==> src/rtl/csb_pkg.sv <==
// Shared types and codes for the counting semaphore bank.
package csb_pkg;

	localparam logic [1:0] OP_CREATE = 2'd0;
	localparam logic [1:0] OP_WAIT   = 2'd1;
	localparam logic [1:0] OP_POST   = 2'd2;
	localparam logic [1:0] OP_REMOVE = 2'd3;

	localparam logic [2:0] ST_OK        = 3'd0;
	localparam logic [2:0] ST_BLOCKED   = 3'd1;
	localparam logic [2:0] ST_EXISTS    = 3'd2;
	localparam logic [2:0] ST_NOT_OPEN  = 3'd3;
	localparam logic [2:0] ST_FULL      = 3'd4;
	localparam logic [2:0] ST_NOT_FOUND = 3'd5;

	typedef struct packed {
		logic [1:0]  operation;
		logic [2:0]  sem_index;
		logic [15:0] proc_id;
		logic [31:0] init_count;
	} cmd_t;

	typedef struct packed {
		logic [2:0]  status;
		logic        woken_valid;
		logic [15:0] woken_pid;
		logic [31:0] count_after;
	} rsp_t;

endpackage

==> src/rtl/csb_queue_mem.sv <==
// Wait queue storage: one synchronous memory of pids, one read and one write port.
module csb_queue_mem #(
	parameter int AW = 6
) (
	input  logic          clk,
	input  logic          we,
	input  logic [AW-1:0] waddr,
	input  logic [15:0]   wdata,
	input  logic [AW-1:0] raddr,
	output logic [15:0]   rdata
);

	logic [15:0] mem [2**AW];

	always_ff @(posedge clk) begin
		if (we) begin
			mem[waddr] <= wdata;
		end
		rdata <= mem[raddr];
	end

endmodule

==> src/rtl/counting_semaphore_bank.sv <==
// Counting semaphore bank: per-slot count and FIFO wait queue of pids.
// Create, wait, plain post and misses go from the first step straight to done;
// a post that wakes a waiter and a remove with a non-empty queue also walk the queue.
// Remove checks one entry at a time through the READ and SCAN states, then compacts one entry per cycle.
// busy covers the item through its done cycle, so the next beat is taken in the cycle after done.
// The receiver cannot stall; arst_n clears all slots, the queue memory needs no clearing.
module counting_semaphore_bank #(
	parameter int NUM_SEMS    = 8,
	parameter int QUEUE_DEPTH = 8
) (
	input  logic          clk,
	input  logic          arst_n,
	input  logic          start,
	input  csb_pkg::cmd_t cmd,
	output logic          busy,
	output logic          done,
	output csb_pkg::rsp_t rsp
);

	localparam int SW = (NUM_SEMS > 1) ? $clog2(NUM_SEMS) : 1;
	localparam int QW = (QUEUE_DEPTH > 1) ? $clog2(QUEUE_DEPTH) : 1;
	localparam int NW = $clog2(QUEUE_DEPTH + 1);
	localparam int AW = SW + QW;

	localparam logic [2:0] S_IDLE = 3'd0;
	localparam logic [2:0] S_EXEC = 3'd1;
	localparam logic [2:0] S_READ = 3'd2;
	localparam logic [2:0] S_SCAN = 3'd3;
	localparam logic [2:0] S_SHFT = 3'd4;
	localparam logic [2:0] S_DONE = 3'd5;

	logic [2:0]         state_q;
	csb_pkg::cmd_t      cmd_q;
	logic [SW-1:0]      sl_q;
	logic               in_use_q [NUM_SEMS];
	logic [31:0]        count_q  [NUM_SEMS];
	logic [NW-1:0]      total_q  [NUM_SEMS];
	logic [QW-1:0]      pos_q;
	logic               found_q;
	csb_pkg::rsp_t      rsp_q;

	logic               we;
	logic [QW-1:0]      wpos;
	logic [15:0]        wdata;
	logic [QW-1:0]      rpos;
	logic [15:0]        rdata;

	logic               range_ok;
	logic [NW-1:0]      n;
	logic [31:0]        cnt;
	logic               nxt_last;

	csb_pkg::rsp_t      exec_rsp;
	logic [2:0]         exec_nxt;
	logic               exec_wake;

	assign range_ok = ({24'd0, cmd_q.sem_index} < 27'(NUM_SEMS));
	assign n        = total_q[sl_q];
	assign cnt      = count_q[sl_q];
	assign nxt_last = (NW'(pos_q) + NW'(1) >= n);

	csb_queue_mem #(.AW(AW)) u_mem (
		.clk   (clk),
		.we    (we),
		.waddr ({sl_q, wpos}),
		.wdata (wdata),
		.raddr ({sl_q, rpos}),
		.rdata (rdata)
	);

	// Memory ports: append on a blocking wait, compaction during shift, and the read address.
	always_comb begin
		we    = 1'b0;
		wpos  = QW'(n);
		wdata = cmd_q.proc_id;
		rpos  = pos_q;
		if (state_q == S_EXEC && cmd_q.operation == csb_pkg::OP_WAIT && range_ok
				&& in_use_q[sl_q] && cnt == 32'd0 && n < NW'(QUEUE_DEPTH)) begin
			we = 1'b1;
		end
		if (state_q == S_SHFT) begin
			// rdata holds entry pos+1, move it down to pos.
			we    = !nxt_last;
			wpos  = pos_q;
			wdata = rdata;
			rpos  = QW'(NW'(pos_q) + NW'(2));
		end
		if (state_q == S_SCAN || state_q == S_READ) begin
			rpos = QW'(NW'(pos_q) + NW'(1));
		end
		if (state_q == S_EXEC) begin
			rpos = '0;
		end
	end

	// Outcome of the first step of an operation.
	always_comb begin
		exec_rsp  = '0;
		exec_nxt  = S_DONE;
		exec_wake = 1'b0;
		if (!range_ok) begin
			exec_rsp.status = csb_pkg::ST_NOT_OPEN;
		end else if (cmd_q.operation == csb_pkg::OP_CREATE) begin
			if (in_use_q[sl_q]) begin
				exec_rsp.status      = csb_pkg::ST_EXISTS;
				exec_rsp.count_after = cnt;
			end else begin
				exec_rsp.count_after = cmd_q.init_count;
			end
		end else if (!in_use_q[sl_q]) begin
			exec_rsp.status = csb_pkg::ST_NOT_OPEN;
		end else begin
			exec_rsp.count_after = cnt;
			unique case (cmd_q.operation)
				csb_pkg::OP_WAIT: begin
					if (cnt != 32'd0) begin
						exec_rsp.count_after = cnt - 32'd1;
					end else if (n >= NW'(QUEUE_DEPTH)) begin
						exec_rsp.status = csb_pkg::ST_FULL;
					end else begin
						exec_rsp.status = csb_pkg::ST_BLOCKED;
					end
				end
				csb_pkg::OP_POST: begin
					if (cnt != 32'd0 || n == '0) begin
						if (cnt != 32'hFFFF_FFFF) begin
							exec_rsp.count_after = cnt + 32'd1;
						end
					end else begin
						exec_wake = 1'b1;
						exec_nxt  = S_READ;
					end
				end
				default: begin
					if (n == '0) begin
						exec_rsp.status = csb_pkg::ST_NOT_FOUND;
					end else begin
						exec_nxt = S_READ;
					end
				end
			endcase
		end
	end

	assign busy = (state_q != S_IDLE);
	assign done = (state_q == S_DONE);
	assign rsp  = rsp_q;

	always_ff @(posedge clk or negedge arst_n) begin
		if (!arst_n) begin
			state_q <= S_IDLE;
			cmd_q   <= '0;
			sl_q    <= '0;
			pos_q   <= '0;
			found_q <= 1'b0;
			rsp_q   <= '0;
			for (int i = 0; i < NUM_SEMS; i++) begin
				in_use_q[i] <= 1'b0;
				count_q[i]  <= '0;
				total_q[i]  <= '0;
			end
		end else begin
			unique case (state_q)
				S_IDLE: begin
					if (start) begin
						cmd_q   <= cmd;
						sl_q    <= SW'(cmd.sem_index);
						state_q <= S_EXEC;
					end
				end
				S_EXEC: begin
					rsp_q   <= exec_rsp;
					pos_q   <= '0;
					found_q <= exec_wake;
					state_q <= exec_nxt;
					// A fresh create opens the slot; any other operation needs it open.
					if (range_ok && ((cmd_q.operation == csb_pkg::OP_CREATE)
							!= in_use_q[sl_q])) begin
						in_use_q[sl_q] <= 1'b1;
						count_q[sl_q]  <= exec_rsp.count_after;
					end
					if (exec_rsp.status == csb_pkg::ST_BLOCKED) begin
						total_q[sl_q] <= n + NW'(1);
					end else if (range_ok && cmd_q.operation == csb_pkg::OP_CREATE
							&& !in_use_q[sl_q]) begin
						total_q[sl_q] <= '0;
					end
				end
				S_READ: begin
					// rdata now holds entry pos.
					if (found_q) begin
						rsp_q.woken_valid <= 1'b1;
						rsp_q.woken_pid   <= rdata;
					end
					if (found_q || rdata == cmd_q.proc_id) begin
						found_q <= 1'b1;
						if (nxt_last) begin
							total_q[sl_q] <= n - NW'(1);
							state_q       <= S_DONE;
						end else begin
							state_q <= S_SHFT;
						end
					end else if (nxt_last) begin
						rsp_q.status <= csb_pkg::ST_NOT_FOUND;
						state_q      <= S_DONE;
					end else begin
						state_q <= S_SCAN;
					end
				end
				S_SCAN: begin
					// Fetch entry pos+1 and look at it next cycle.
					pos_q   <= QW'(NW'(pos_q) + NW'(1));
					state_q <= S_READ;
				end
				S_SHFT: begin
					if (nxt_last) begin
						total_q[sl_q] <= n - NW'(1);
						state_q       <= S_DONE;
					end else begin
						pos_q <= QW'(NW'(pos_q) + NW'(1));
					end
				end
				S_DONE: begin
					state_q <= S_IDLE;
				end
				default: begin
					state_q <= S_IDLE;
				end
			endcase
		end
	end

endmodule

==> config.mk <==
export PLATFORM = sky130hd
export DESIGN_NAME = counting_semaphore_bank
export DESIGN_NICKNAME = d
export VERILOG_FILES = /design/src/rtl/csb_pkg.sv /design/src/rtl/csb_queue_mem.sv /design/src/rtl/counting_semaphore_bank.sv
export SDC_FILE = /design/constraint.sdc
export NUM_CORES = 2
export LEC_CHECK = 0
export CORE_MARGIN = 5
export CORE_UTILIZATION = 25
export CTS_BUF_LIST = sky130_fd_sc_hd__clkbuf_4
export CTS_CLUSTER_SIZE = 14
export DETAILED_ROUTE_END_ITERATION = 10
export DONT_BUFFER_PORTS = 1
export GPL_TIMING_DRIVEN = 0
export PLACE_DENSITY = 0.4
export REMOVE_ABC_BUFFERS = 1
export SYNTH_ARGS = -nofsm -noshare
export SYNTH_HDL_FRONTEND = slang
export SYNTH_SLANG_ARGS = --single-unit
==> constraint.sdc <==
create_clock -name clk -period 6.5 [get_ports clk]
set_clock_uncertainty 0.05 [all_clocks]
set_input_delay 0.325 -clock clk [delete_from_list [all_inputs] [get_ports clk]]
set_output_delay 0.325 -clock clk [all_outputs]
set_load 0.005 [all_outputs]
==> results.sh <==
export IMPL_min_period_ns=6.32
export IMPL_wl_per_cell_um=24.3
export IMPL_fp_dieArea_sq_um=253000
export IMPL_port_buffers=0
export IMPL_vias_per_cell=4.69
export IMPL_wl_mm=189
export IMPL_async_flop_share_pct=28.2
export IMPL_syn_instance_count=3860
export IMPL_dp_hpwl_mm=121
export IMPL_violations="negative hold slack"
export IMPL_syn_area_sq_um=60800
export IMPL_final_cell_area_sq_um=73400
export IMPL_finalHoldViolations=408
export IMPL_finalNetCount=4363
export IMPL_ir_drop_mv=0.485
export IMPL_synth_simple_gate_area_share_pct=6.16
export IMPL_cts_buffers=398
export IMPL_io_pins=110
export IMPL_criticalPathCategory="reg2reg"
export IMPL_drtIter0Drc=2834
export IMPL_route_detailed_drc=0
export IMPL_fp_dieH_um=503
export IMPL_status="complete, but fails checks"
export IMPL_num_vias=36500
export IMPL_final_cell_mix="edfxtp_1, clkbuf_4, dfrtp_1"
export IMPL_clk_path_buf_depth=4
export IMPL_hold_buffers=114
export IMPL_rsz0062_at_grt="true"
export IMPL_holdCritPathClass="in2async"
export IMPL_yosys_mux_area_fraction_pct=17.1
export IMPL_grtUsageMet1_pct=19.5
export IMPL_final_layout_size_suffix_gt1_share_pct=29.7
export IMPL_drv_slew=0
export IMPL_yosysSeqAreaShare_pct=67.9
export IMPL_clk_pin_slew_ns=0.07
export IMPL_core_sq_um=243000
export IMPL_gp_congestion=0.825
export IMPL_synthAdderAreaFrac_pct=0.288
export IMPL_area_growth_pct=20.7
export IMPL_synth_top_family_by_area="multiplexers"
export IMPL_hold_slack_ns=-1.26
export IMPL_met2_usage_pct=23.9
export IMPL_synthXorXnorAreaFrac_pct=0.331
export IMPL_initial_core_util_pct=25.1
export IMPL_grt_pass1_vias=38000
export IMPL_root_buffer="clkbuf_4"
export IMPL_ys_warn_count=0
export IMPL_antenna_found_initial=13
export IMPL_synth_edff_count=1024
export IMPL_top_usage_layer="met2"
export IMPL_end_kind="register"
export IMPL_setup_violations=0
export IMPL_track_usage_pct=14.8
export IMPL_syn_avg_cell_area_sq_um=15.7
export IMPL_finalCritPeriodShare_pct=97.3
export IMPL_relSlewSlack_pct=3.29
export IMPL_power_leakage_nw=26.0
export IMPL_place_ws_ns=-0.626
export IMPL_grt_pass1_wl_mm=273
export IMPL_cts_max_level=5
export IMPL_met3_usage_pct=3.65
export IMPL_cp_required_ns=7.39
export IMPL_cts_sinks=1448
export IMPL_cap_violations=0
export IMPL_grt_max_degree=409
export IMPL_fmax_mhz=158
export IMPL_row_count=181
export IMPL_postPlaceCellArea_sq_um=66600
export IMPL_worst_slack_ns=0.177
export IMPL_worst_setup_path_start_kind="register"
export IMPL_synth_seq_cells=1448
export IMPL_first_pass_iters=5
export IMPL_final_common_cell="edfxtp_1"
export IMPL_overflow=0
export IMPL_cts_tree="built"
export IMPL_synth_cell_types=90
export IMPL_total_power_mw=41.6
export IMPL_clk_latency_ns=1.33
export IMPL_drtAntennaViolNets=0
export IMPL_post_route_util_pct=30.3
export IMPL_tightest_slew_ns=1.43
export IMPL_arrival_ns=7.21
export IMPL_ys_flop_type="edfxtp_1"
export IMPL_crit_fanout=56
export IMPL_p_per_area_nw_per_um2=567
export IMPL_die_w_um=503
export IMPL_synth_compound_area_share_pct=6.43
-- path summary, 6_finish.rpt --
path / cells after the start / startpoint / to / slack (ns)
min in group clk: 3 / cmd[39] / cmd_q[39] / 0.20
max in group asynchronous: 0 / arst_n / sl_q[2] / 6.55
hold reg to reg: 2 / u_mem.rdata[4] / rsp[36] / 0.38
setup / recovery: 16 / sl_q[2] / u_mem.mem[53][14] / 0.18
hold / removal: 0 / arst_n / rsp[7] / -1.26
setup reg to reg: 16 / sl_q[2] / u_mem.mem[53][14] / 0.18
-- kinds of logic (layout without fill, tap and decap cells) --
logic type,after synthesis,after routing
multiplexers,627,627
adder cells (fa/ha/maj),14,14
buffers and inverters,264,970
AND/OR/NAND/NOR,848,848
XOR/XNOR,23,23
flip-flops,1448,1448
other,0,12
AO/OA/AOI/OAI,636,636
-- synth_stat cells, drive strengths merged, types with 5 or more instances --
cell type  count  area share (%)
buf           73            0.61
a21oi        201             1.7
nor2         293             1.8
inv           16           0.099
ha            14            0.29
or4           27            0.33
a311oi         7            0.12
nor4          21            0.26
nand3         39            0.33
clkbuf       172             1.1
a21o           8           0.099
dfrtp        408              17
edfxtp      1024              51
nand4         16            0.16
a22o           8            0.12
mux2         118             2.2
nor2b         12            0.12
o31ai         39            0.49
a221oi         8            0.15
o41ai          6           0.099
a31oi         35            0.36
and3           5           0.051
dfxtp         16            0.53
o21ai        171             1.4
or3           11            0.11
nand2b        18            0.19
xnor2         12            0.17
a211oi        11            0.15
mux4         317              12
o21a           5           0.062
xor2          11            0.16
and2          15            0.15
nor3          40            0.36
nand2        337             2.1
o211ai         8           0.099
o22ai         68            0.70
mux2i        192             3.2
a22oi         14            0.17
-- registers in the layout (all words and copies together) (netlist names) --
register	count
pos_q	3
u_mem.mem	1024
in_use_q	8
cmd_q	50
u_mem.rdata	16
rsp	52
found_q	1
total_q	32
sl_q	3
count_q	256
state_q	3
-- layout make-up --
cell class	count	area, sq um
flip-flops and latches	1448	41300
repair buffers	278	4020
fillers	24200	169000
diodes	12	30.0
inverters	19	72.6
clock inverters	90	438
multi-input cells	2148	19200
clock buffers	583	4380
well taps	3202	4010
-- through the flow --
stage	cells	setup TNS, ns	hold WS, ns
3_3_place_gp	6817	-	-0.00957
4_1_cts	7760	-0.126	-1.50
3_5_place_dp	6940	-423.53	-0.00988
6_report	7780	0	-1.26
5_1_grt	7777	-0.701	-1.54
2_1_floorplan	3615	-1769.51	-0.0206
-- critical path, cell delays in order, from the launching register on --
cell and delay (ns):
dfrtp_4 0.73, buf_16 0.32, mux2_2 0.39, a22oi_1 0.14, o32a_1 0.37, nand2_1 0.17
inv_1 0.10, ha_1 0.20, o21ai_0 0.28, or3_1 0.70, nor4_4 0.41, buf_6 0.25
a31oi_1 0.31, nor2_2 0.45, nand2_4 0.34, nor2_4 0.43, buf_8 0.21
-- where the power goes --
| group | internal [mW] | switching [mW] |
|---|---|---|
| clock | 4.19 | 3.83 |
| combinational | 7.22 | 12.6 |
| sequential | 12.8 | 0.937 |
| total | 24.2 | 17.4 |
-- layer usage --
layer	share of wire [%]	vias to the layer above
li1	-	16300
met1	43	18800
met2	47	1130
met3	6.0	343
met4	3.2	0
met5	0	-
-- repair_timing --
action | in CTS | in global routing
setup buffers | 33 | 6
resized for setup | 55 | 14
endpoints found under the setup margin | 1055 | 937
endpoints found under the hold margin | 462 | 408
pin swaps | 16 | 3
No activity file was read; power rests on OpenSTA's default activity.
